===== src/rtl/core/lfwt_pkg.sv =====
// ----------------------------------------------------------------------------
// lfwt_pkg
// Shared constants, types and helpers for the line framer with trim.
// ----------------------------------------------------------------------------
`default_nettype none

package lfwt_pkg;

   localparam int MAX_LINE   = 4096;
   localparam int PEND_DEPTH = 32;

   localparam int PEND_AW = (PEND_DEPTH > 1) ? $clog2(PEND_DEPTH) : 1;
   localparam int CNT_W   = $clog2(PEND_DEPTH + 1);
   localparam int LEN_W   = 13;
   localparam int LEN_MAX = (1 << LEN_W) - 1;

   localparam logic [LEN_W-1:0] LEN_CAP =
      LEN_W'((MAX_LINE > LEN_MAX) ? LEN_MAX : MAX_LINE);

   localparam logic [7:0] CHAR_NUL = 8'h00;
   localparam logic [7:0] CHAR_TAB = 8'h09;
   localparam logic [7:0] CHAR_LF  = 8'h0A;
   localparam logic [7:0] CHAR_VT  = 8'h0B;
   localparam logic [7:0] CHAR_FF  = 8'h0C;
   localparam logic [7:0] CHAR_CR  = 8'h0D;
   localparam logic [7:0] CHAR_SP  = 8'h20;

   typedef enum logic {
      ST_IDLE,
      ST_FLUSH
   } state_type;

   typedef struct packed {
      logic is_swallow;
      logic is_term;
      logic is_blank;
      logic text_seen;
      logic pend_empty;
      logic pend_full;
      logic out_free;
   } status_type;

   typedef struct packed {
      logic accept;
      logic emit_end;
      logic emit_in;
      logic emit_head;
      logic emit_held;
      logic push_in;
      logic pop_head;
      logic load_held;
      logic clear_line;
      logic set_text;
   } cmd_type;

   function automatic logic is_blank(input logic [7:0] b);
      is_blank = (b == CHAR_SP) || (b == CHAR_TAB) || (b == CHAR_VT) || (b == CHAR_FF);
   endfunction

   function automatic logic is_term(input logic [7:0] b);
      is_term = (b == CHAR_CR) || (b == CHAR_LF) || (b == CHAR_NUL);
   endfunction

endpackage

`default_nettype wire


===== src/rtl/core/line_framer_with_trim.sv =====
// ----------------------------------------------------------------------------
// line_framer_with_trim
// Splits a byte stream into lines, drops leading whitespace and the trailing
// whitespace still pending, and marks each line end with the stripped length.
// ----------------------------------------------------------------------------
// A byte other than a text byte behind held whitespace is accepted whenever the
// result register is free. A text byte that follows held whitespace bytes is
// accepted first; the held bytes then leave the pending queue one per cycle,
// while the receiver does not stall, through the single result register, and
// the text byte itself follows them. No new byte is taken until then. Line ends are
// CR, LF, NUL, CR LF and CR NUL; the result for a line end carries the stripped
// length, saturating at the package line limit.
`default_nettype none

module line_framer_with_trim (
   input  wire logic                      clock,
   input  wire logic                      reset,
   input  wire logic                      req_valid,
   output logic                           req_stall,
   input  wire logic [7:0]                req_in_byte,
   output logic                           rsp_valid,
   input  wire logic                      rsp_stall,
   output logic [7:0]                     rsp_out_byte,
   output logic                           rsp_line_end,
   output logic [lfwt_pkg::LEN_W-1:0]     rsp_line_length
);

   lfwt_pkg::status_type status;
   lfwt_pkg::cmd_type    cmd;

   lfwt_ctrl u_ctrl (
      .clock     (clock),
      .reset     (reset),
      .req_valid (req_valid),
      .req_stall (req_stall),
      .status    (status),
      .cmd       (cmd)
   );

   lfwt_dpath u_dpath (
      .clock           (clock),
      .reset           (reset),
      .req_in_byte     (req_in_byte),
      .rsp_valid       (rsp_valid),
      .rsp_stall       (rsp_stall),
      .rsp_out_byte    (rsp_out_byte),
      .rsp_line_end    (rsp_line_end),
      .rsp_line_length (rsp_line_length),
      .cmd             (cmd),
      .status          (status)
   );

endmodule

`default_nettype wire


===== src/rtl/core/lfwt_ctrl.sv =====
// ----------------------------------------------------------------------------
// lfwt_ctrl
// Controller: classifies each accepted byte into datapath commands and
// sequences the release of pending whitespace ahead of a text byte.
// ----------------------------------------------------------------------------
`default_nettype none

module lfwt_ctrl (
   input  wire logic               clock,
   input  wire logic               reset,
   input  wire logic               req_valid,
   output logic                    req_stall,
   input  wire lfwt_pkg::status_type status,
   output lfwt_pkg::cmd_type       cmd
);

   lfwt_pkg::state_type state_ff, state_in;
   logic                accept;

   assign req_stall = (state_ff == lfwt_pkg::ST_IDLE) ? !status.out_free : 1'b1;
   assign accept    = req_valid && !req_stall;

   always_ff @(posedge clock) begin
      if (reset) begin
         state_ff <= lfwt_pkg::ST_IDLE;
      end else begin
         state_ff <= state_in;
      end
   end

   always_comb begin
      state_in = state_ff;
      unique case (state_ff)
         lfwt_pkg::ST_IDLE: begin
            if (accept && !status.is_swallow && !status.is_term && !status.is_blank &&
                !status.pend_empty) begin
               state_in = lfwt_pkg::ST_FLUSH;
            end
         end
         lfwt_pkg::ST_FLUSH: begin
            if (status.out_free && status.pend_empty) begin
               state_in = lfwt_pkg::ST_IDLE;
            end
         end
         default: state_in = lfwt_pkg::ST_IDLE;
      endcase
   end

   always_comb begin
      cmd = '0;
      unique case (state_ff)
         lfwt_pkg::ST_IDLE: begin
            cmd.accept = accept;
            if (accept && !status.is_swallow) begin
               if (status.is_term) begin
                  cmd.emit_end   = 1'b1;
                  cmd.clear_line = 1'b1;
               end else if (status.is_blank) begin
                  if (status.text_seen) begin
                     cmd.push_in = 1'b1;
                     if (status.pend_full) begin
                        cmd.emit_head = 1'b1;
                        cmd.pop_head  = 1'b1;
                     end
                  end
               end else begin
                  cmd.set_text = 1'b1;
                  if (status.pend_empty) begin
                     cmd.emit_in = 1'b1;
                  end else begin
                     cmd.load_held = 1'b1;
                  end
               end
            end
         end
         lfwt_pkg::ST_FLUSH: begin
            if (status.out_free) begin
               if (!status.pend_empty) begin
                  cmd.emit_head = 1'b1;
                  cmd.pop_head  = 1'b1;
               end else begin
                  cmd.emit_held = 1'b1;
               end
            end
         end
         default: cmd = '0;
      endcase
   end

endmodule

`default_nettype wire


===== src/rtl/core/lfwt_dpath.sv =====
// ----------------------------------------------------------------------------
// lfwt_dpath
// Datapath: line state, pending whitespace queue, length counter and the
// result register.
// ----------------------------------------------------------------------------
`default_nettype none

module lfwt_dpath (
   input  wire logic                          clock,
   input  wire logic                          reset,
   input  wire logic [7:0]                    req_in_byte,
   output logic                               rsp_valid,
   input  wire logic                          rsp_stall,
   output logic [7:0]                         rsp_out_byte,
   output logic                               rsp_line_end,
   output logic [lfwt_pkg::LEN_W-1:0]         rsp_line_length,
   input  wire lfwt_pkg::cmd_type             cmd,
   output lfwt_pkg::status_type               status
);

   logic                           after_cr_ff;
   logic                           text_seen_ff, text_seen_in;
   logic [7:0]                     pend_ff [lfwt_pkg::PEND_DEPTH];
   logic [lfwt_pkg::PEND_AW-1:0]   head_ff, head_in;
   logic [lfwt_pkg::PEND_AW-1:0]   tail_ff, tail_in;
   logic [lfwt_pkg::CNT_W-1:0]     count_ff, count_in;
   logic [lfwt_pkg::LEN_W-1:0]     kept_ff, kept_in;
   logic [7:0]                     held_ff;
   logic                           out_valid_ff, out_valid_in;
   logic [7:0]                     out_byte_ff, out_byte_in;
   logic                           out_end_ff, out_end_in;
   logic [lfwt_pkg::LEN_W-1:0]     out_len_ff, out_len_in;
   logic [7:0]                     head_byte;
   logic                           emit_data;

   function automatic logic [lfwt_pkg::PEND_AW-1:0] ptr_next(
      input logic [lfwt_pkg::PEND_AW-1:0] p);
      if (p == lfwt_pkg::PEND_AW'(lfwt_pkg::PEND_DEPTH - 1)) begin
         ptr_next = '0;
      end else begin
         ptr_next = p + lfwt_pkg::PEND_AW'(1);
      end
   endfunction

   assign head_byte = pend_ff[head_ff];
   assign emit_data = cmd.emit_in || cmd.emit_head || cmd.emit_held;

   always_comb begin
      status.is_swallow = after_cr_ff &&
                          ((req_in_byte == lfwt_pkg::CHAR_LF) ||
                           (req_in_byte == lfwt_pkg::CHAR_NUL));
      status.is_term    = lfwt_pkg::is_term(req_in_byte);
      status.is_blank   = lfwt_pkg::is_blank(req_in_byte);
      status.text_seen  = text_seen_ff;
      status.pend_empty = (count_ff == '0);
      status.pend_full  = (count_ff == lfwt_pkg::CNT_W'(lfwt_pkg::PEND_DEPTH));
      status.out_free   = !out_valid_ff || !rsp_stall;
   end

   always_comb begin
      text_seen_in = text_seen_ff;
      head_in      = head_ff;
      tail_in      = tail_ff;
      count_in     = count_ff;
      kept_in      = kept_ff;
      if (cmd.set_text) begin
         text_seen_in = 1'b1;
      end
      if (cmd.push_in) begin
         tail_in = ptr_next(tail_ff);
      end
      if (cmd.pop_head) begin
         head_in = ptr_next(head_ff);
      end
      if (cmd.push_in && !cmd.pop_head) begin
         count_in = count_ff + lfwt_pkg::CNT_W'(1);
      end else if (cmd.pop_head && !cmd.push_in) begin
         count_in = count_ff - lfwt_pkg::CNT_W'(1);
      end
      if (emit_data && (kept_ff < lfwt_pkg::LEN_CAP)) begin
         kept_in = kept_ff + lfwt_pkg::LEN_W'(1);
      end
      if (cmd.clear_line) begin
         text_seen_in = 1'b0;
         head_in      = '0;
         tail_in      = '0;
         count_in     = '0;
         kept_in      = '0;
      end
   end

   always_comb begin
      out_valid_in = out_valid_ff && rsp_stall;
      out_byte_in  = out_byte_ff;
      out_end_in   = out_end_ff;
      out_len_in   = out_len_ff;
      if (cmd.emit_end) begin
         out_valid_in = 1'b1;
         out_byte_in  = '0;
         out_end_in   = 1'b1;
         out_len_in   = kept_ff;
      end else if (emit_data) begin
         out_valid_in = 1'b1;
         out_end_in   = 1'b0;
         out_len_in   = '0;
         if (cmd.emit_head) begin
            out_byte_in = head_byte;
         end else if (cmd.emit_held) begin
            out_byte_in = held_ff;
         end else begin
            out_byte_in = req_in_byte;
         end
      end
   end

   always_ff @(posedge clock) begin
      if (reset) begin
         after_cr_ff  <= 1'b0;
         text_seen_ff <= 1'b0;
         head_ff      <= '0;
         tail_ff      <= '0;
         count_ff     <= '0;
         kept_ff      <= '0;
         out_valid_ff <= 1'b0;
      end else begin
         if (cmd.accept) begin
            after_cr_ff <= (req_in_byte == lfwt_pkg::CHAR_CR);
         end
         text_seen_ff <= text_seen_in;
         head_ff      <= head_in;
         tail_ff      <= tail_in;
         count_ff     <= count_in;
         kept_ff      <= kept_in;
         out_valid_ff <= out_valid_in;
      end
   end

   always_ff @(posedge clock) begin
      if (cmd.push_in) begin
         pend_ff[tail_ff] <= req_in_byte;
      end
      if (cmd.load_held) begin
         held_ff <= req_in_byte;
      end
      out_byte_ff <= out_byte_in;
      out_end_ff  <= out_end_in;
      out_len_ff  <= out_len_in;
   end

   assign rsp_valid       = out_valid_ff;
   assign rsp_out_byte    = out_byte_ff;
   assign rsp_line_end    = out_end_ff;
   assign rsp_line_length = out_len_ff;

endmodule

`default_nettype wire


===== config.mk =====
export PLATFORM = sky130hd
export DESIGN_NAME = line_framer_with_trim
export DESIGN_NICKNAME = d
export VERILOG_FILES = /design/src/rtl/core/lfwt_pkg.sv /design/src/rtl/core/line_framer_with_trim.sv /design/src/rtl/core/lfwt_ctrl.sv /design/src/rtl/core/lfwt_dpath.sv
export SDC_FILE = /design/constraint.sdc
export NUM_CORES = 1
export LEC_CHECK = 0
export BUFFER_PORTS_ARGS = -buffer_cell sky130_fd_sc_hd__buf_2
export CAP_MARGIN = 5
export CORE_MARGIN = 3
export CORE_UTILIZATION = 46
export DETAILED_ROUTE_END_ITERATION = 8
export PLACE_DENSITY = 0.67
export SYNTH_ARGS = -nofsm -noshare
export SYNTH_HDL_FRONTEND = slang
export SYNTH_SLANG_ARGS = --single-unit

===== constraint.sdc =====
create_clock -name clock -period 9.6 [get_ports clock]
set_input_delay 1.44 -clock clock [delete_from_list [all_inputs] [get_ports clock]]
set_output_delay 1.44 -clock clock [all_outputs]
set_load 0.005 [all_outputs]

* Yosys cells after proc, flatten, opt, wreduce, memory -nomap -nowiden
Memory sizes are Yosys's and may differ from the RTL's. A register that Yosys moved wholly into a read port is not among the register bits.
Cells that the tools add are included.
** Storage, ports and cells
- Bits in registers :: 63
- RAM bits :: 256
- Input port bits :: 12
- Output and inout bits :: 24
- Logic and storage cells :: 106
- Memories :: 1
** Cells by class
- Add/subtract/negate cells :: 5
- Order comparisons :: 1
- Equality and inequality tests :: 9
- Mux-type cells :: 42
- Bitwise gates (word level) :: 1
- Reductions and logical operators :: 35
** Memories
- u_dpath.pend_ff :: words 32, bits a word 8, rd ports 1, clocked after Yosys merged registers in 1, wr ports 1, line lfwt_dpath.sv:23 : logic [7:0] pend_ff [lfwt_pkg::PEND_DEPTH];
** Operators by type and width (count)
- equality test 8 x 4 -> 1 bit (second input constant) :: 5
- 2-to-1 mux 13 bit :: 2
- 2-to-1 mux 5 bit :: 5
- 2-to-1 mux 1 bit :: 20
- 2-to-1 mux 8 bit :: 2
- adder 13 x 1 -> 13 bit (second input constant) :: 1
- < comparator 13 bit (second input constant) :: 1
- 2-to-1 mux 3 bit :: 4
- 2-to-1 mux 6 bit :: 2
- logical AND 1 bit :: 11
- adder 5 x 1 -> 5 bit (second input constant) :: 2
- equality test 5 bit (second input constant) :: 2
- zero test 1 bit :: 10
- logical OR 1 bit :: 9
- equality test 8 x 6 -> 1 bit (second input constant) :: 1
- zero test 8 bit :: 1
- 2-to-1 mux 2 bit :: 4
- adder 6 x 1 -> 6 bit (second input constant) :: 1
- equality test 6 bit (second input constant) :: 1
- zero test 6 bit :: 1
- case mux 1 bit (2 select lines) :: 3
- subtractor 6 x 1 -> 6 bit (second input constant) :: 1
- nonzero test 2 bit :: 2
- OR reduction 2 bit :: 1
- NOT 1 bit :: 1

* Depth between registers and ports, before layout
- Word-level depth :: 13
- Mapped depth :: 16
- Gate-level depth less buffers :: 13

* By module
From an unflattened synthesis, not the netlist that was laid out.
** Second synthesis, totals
- Cells, all modules :: 882
- Area total of the unflattened synthesis :: 13349.1 µm²
** Modules (own cells, without submodules)
- lfwt_dpath :: times used 1, cells an instance 861, area each 13175.1 µm², seq. area each 9238.9 µm²
- lfwt_ctrl :: times used 1, cells an instance 21, area each 173.9 µm², seq. area each 20.0 µm²

* Worst setup path after synthesis
No wires, ideal clock.
- Path kind :: input to register
- Start :: input port req_in_byte[2]
- End :: register u_dpath.count_ff[5] (netlist name)
- Library setup time :: 0.128 ns
- Arrival time :: 4.414 ns
- Data required time :: 9.472 ns
- Path slack :: 5.058 ns
- Stages :: 16
- Path through :: buf_6 > and4bb_1 > o2111ai_1 > or2_0 > buf_2 > o32a_4 > clkbuf_1 > ha_1 > inv_1 > ha_1 > a21o_1 > a21o_1 > a211o_1 > o211ai_1 > xnor2_1 > nor2_1
** On the way
- Word-level cells in the longest chain between the ends :: 11
- Elaborated cells on any way between the ends :: 30
- Those cells by class :: 6 x eq/ne; 8 x mux; 16 x reduce/logical
** RTL lines
- start, declared :: line line_framer_with_trim.sv:20 : input wire logic [7:0] req_in_byte,
- equality test 8 x 6 -> 1 bit or equality test 8 x 4 -> 1 bit (tied branches) :: line lfwt_pkg.sv:57 : is_blank = (b == CHAR_SP) || (b == CHAR_TAB) || (b == CHAR_VT) || (b == CHAR_FF);
- logical OR 1 bit (3 in a row) :: line lfwt_pkg.sv:57
- 2-to-1 mux 2 bit :: line lfwt_ctrl.sv:58 : end else if (status.is_blank) begin
- 2-to-1 mux 3 bit :: line lfwt_ctrl.sv:55 : if (status.is_term) begin
- 2-to-1 mux 5 bit (*) :: line lfwt_ctrl.sv:54 : if (accept && !status.is_swallow) begin
- case mux 1 bit (2 select lines) or 2-to-1 mux 1 bit (tied branches) :: line lfwt_ctrl.sv:51 : unique case (state_ff)
- zero test 1 bit, on equally long branches :: line lfwt_dpath.sv:75, lfwt_dpath.sv:77
- logical AND 1 bit, on equally long branches :: line lfwt_dpath.sv:75, lfwt_dpath.sv:77
- 2-to-1 mux 6 bit or nonzero test 2 bit (tied branches)
- end signal, assigned :: line lfwt_dpath.sv:132 : count_ff <= count_in;
- end, declared :: line lfwt_dpath.sv:26 : logic [lfwt_pkg::CNT_W-1:0] count_ff, count_in;
Every way passes the cells marked *; elsewhere a longest branch is shown, timed or not.
A chain may end at the register's enable or synchronous reset.

* Worst setup path after layout
- Start :: input port req_in_byte[0]
- End :: register u_dpath.count_ff[5] (netlist name)
Same word-level chain as after synthesis.

==> impl_metrics.toml <==
[yosys]
synth_area_per_cell_um2 = 15.9
synth-seq-cells = 324
synthTopCellsByArea = "edfxtp_1 (63%), mux4_2 (8.1%), dfxtp_1 (7.1%), mux2i_1 (4.1%), nor2_1 (1.9%)"
syn-num-nets = 863
synthArstFlopShare_pct = 0
ys_seq_area_share_pct = 69.7
netlist_instances = 837
synth_largest_area_cell = "edfxtp_1"
synth_edf_count = 277
synthFlopType = "edfxtp_1"
ys_types = 56
syn_area_um2 = 13300
synth_top_area_share_pct = 62.6
yosys_warnings = 0

[timing]
max_freq_mhz = 213
finalMaxSlewViolations = 0
hold_violations = 0
fin_crit_sh_pct = 48.9
tightest_slew_ns = 1.07
rsz0062_at_grt = "false"
fin_crit_ns = 4.69
setup_viol = 0
max_slew_margin_pct = 28.4
finalClockSkew_ns = 0.0244
finalSetupTns_ns = 0

[cts]
ctsResizeCount = 0
cts.hold.buffers_added = 0
h-tree-depth = 2
insertion_delay_ns = 0.51
tritoncts = "yes"
clk_path_buf_depth = 3
clockRootBuffer = "clkbuf_16"
cts.clk_slew.worst_paths_ns = 0.06
clock-sinks = 324
cts_made_buffers = 35
cts_setup_buffers = 0

[worst_setup_path]
path_class = "in2reg"
critPathRequiredTime_ns = 9.96
start_kind = "input port"
cp-end-kind = "register"
worst-path-max-fanout = 41
crit_arrival_ns = 5.06

[die]
die_area_um2 = 30900
io_pins = 36
start_util_pct = 47.3
core_um2 = 28100
row_count = 61
die_h_um = 176
die_width_um = 176

[global_routing]
grt_max_degree = 47
grt.overflow.total = 0
first_global_vias = 7213
grt_pass1_wl_um = 43100
grt_antenna_before_repair = 0
grt.total_usage_pct = 18.2

[route]
drc_errors = 0
vias = 7386
finalWirelength_um = 28000
postRouteAntennaNets = 0
drt_iter0_drc = 721
wl_per_cell_um = 22.1
vias_per_cell = 5.82
drtPass1Iterations = 5

[final_layout]
mostFrequentLayoutCell = "edfxtp_1"
postLayoutCoreUtil_pct = 53.1
layout-drive-gt1-share_pct = 16.0
nNetsFinal = 897
diodes = 0
areaGrowthSynthToFinish_pct = 12.3
layout_common_cells = "edfxtp_1 (277), nor2_1 (67), mux2i_1 (55), mux4_2 (48), dfxtp_1 (45)"

[pwr]
total_power_uw = 2930
vdd_ir_drop_max_v = 0.000167
power_density_nw_per_um2 = 197
p_leak_uw = 0.00477

[outcome]
outcome = "finished, final reports clean"

[job]
max-cap-violations = 0

[placed_design]
hpwl_um = 17100
io_buffers = 35
place_congestion = 0.834

[min_path]
hp-class = "reg2reg"
[registers in the layout, indices dropped and copies added (netlist names), named ones only]
name                     count
u_dpath.pend_ff            256
u_dpath.tail_ff              5
u_dpath.rsp_line_length     13
u_dpath.text_seen_ff         1
u_dpath.held_ff              8
u_dpath.after_cr_ff          1
u_dpath.rsp_out_byte         8
u_dpath.kept_ff             13
u_dpath.rsp_line_end         1
u_ctrl.state_ff              1
u_dpath.head_ff              5
u_dpath.count_ff             6
u_dpath.rsp_valid            1
[critical path, cell delays in order]
cell and delay (ns):
buf_2 0.58, and4bb_1 0.29, o2111ai_1 0.14, or2_0 0.36, o32a_4 0.53, ha_1 0.28, inv_1 0.17, ha_1 0.27
a21o_1 0.18, a21o_1 0.20, a211o_1 0.29, o211ai_1 0.11, xnor2_1 0.14, nor2_1 0.05
[cells by family (layout without fill, tap and decap cells)]
family          Yosys count  count (layout)  synth area share, %
compound gates          128             128                 6.70
xor+xnor                  6               6                0.396
fa+ha+maj                14              14                 1.38
buf+inv                  60             115                 1.88
simple gates            202             202                 7.64
mux                     103             103                 12.3
flops                   324             324                 69.7
[metal layers]
layer	vias up	global-route usage, %	routed length [um]
met5	-	0	0
met4	0	5.61	779
met3	57	3.09	1510
met2	229	29.1	13500
met1	3740	25.7	12200
li1	3360	-	-
[path summary, 6_finish.rpt]
kind                             start                    to  slack [ns]  cells past startpoint
setup / recovery        req_in_byte[0]   u_dpath.count_ff[5]        4.91                     14
hold / removal    u_dpath.rsp_line_end  u_dpath.rsp_line_end        0.46                      1
setup reg to reg       u_ctrl.state_ff   u_dpath.count_ff[5]        6.07                     13
hold reg to reg   u_dpath.rsp_line_end  u_dpath.rsp_line_end        0.46                      1
[layout make-up]
cell class | count | area [um^2]
clock buffer | 43 | 906
clock inverter | 15 | 219
fill | 2306 | 13200
inverter | 16 | 60.1
multi-input combinational | 453 | 3770
sequential | 324 | 9270
tap | 378 | 473
timing repair buffer | 41 | 220
[synth_stat cells (all sizes together), types with 18 or more instances]
library cell	count
dfxtp	47
buf	19
nand2	41
nor2	67
clkbuf	25
edfxtp	277
nand3	18
o21ai	20
mux2i	55
a22oi	23
a21oi	28
and2	19
mux4	48
[where the power goes]
group | total (uW) | switching [uW] | internal [uW]
sequential | 1540 | 6.41 | 1540
combinational | 64.3 | 45.3 | 19.0
clock | 1320 | 516 | 807
total | 2930 | 567 | 2360
[metrics by stage]
step	setup WS, ns	hold slack, ns	cells	cell area, um^2
after CTS	4.92	0.457	1270	14900
after global routing	4.64	0.470	1270	14900
after global placement	4.49	0.440	1212	13800
after floorplan	5.06	0.432	837	13300
after detailed placement	4.38	0.442	1212	13800
final	4.91	0.458	1270	14900
Note: power is estimated with default switching activity, not from simulation.
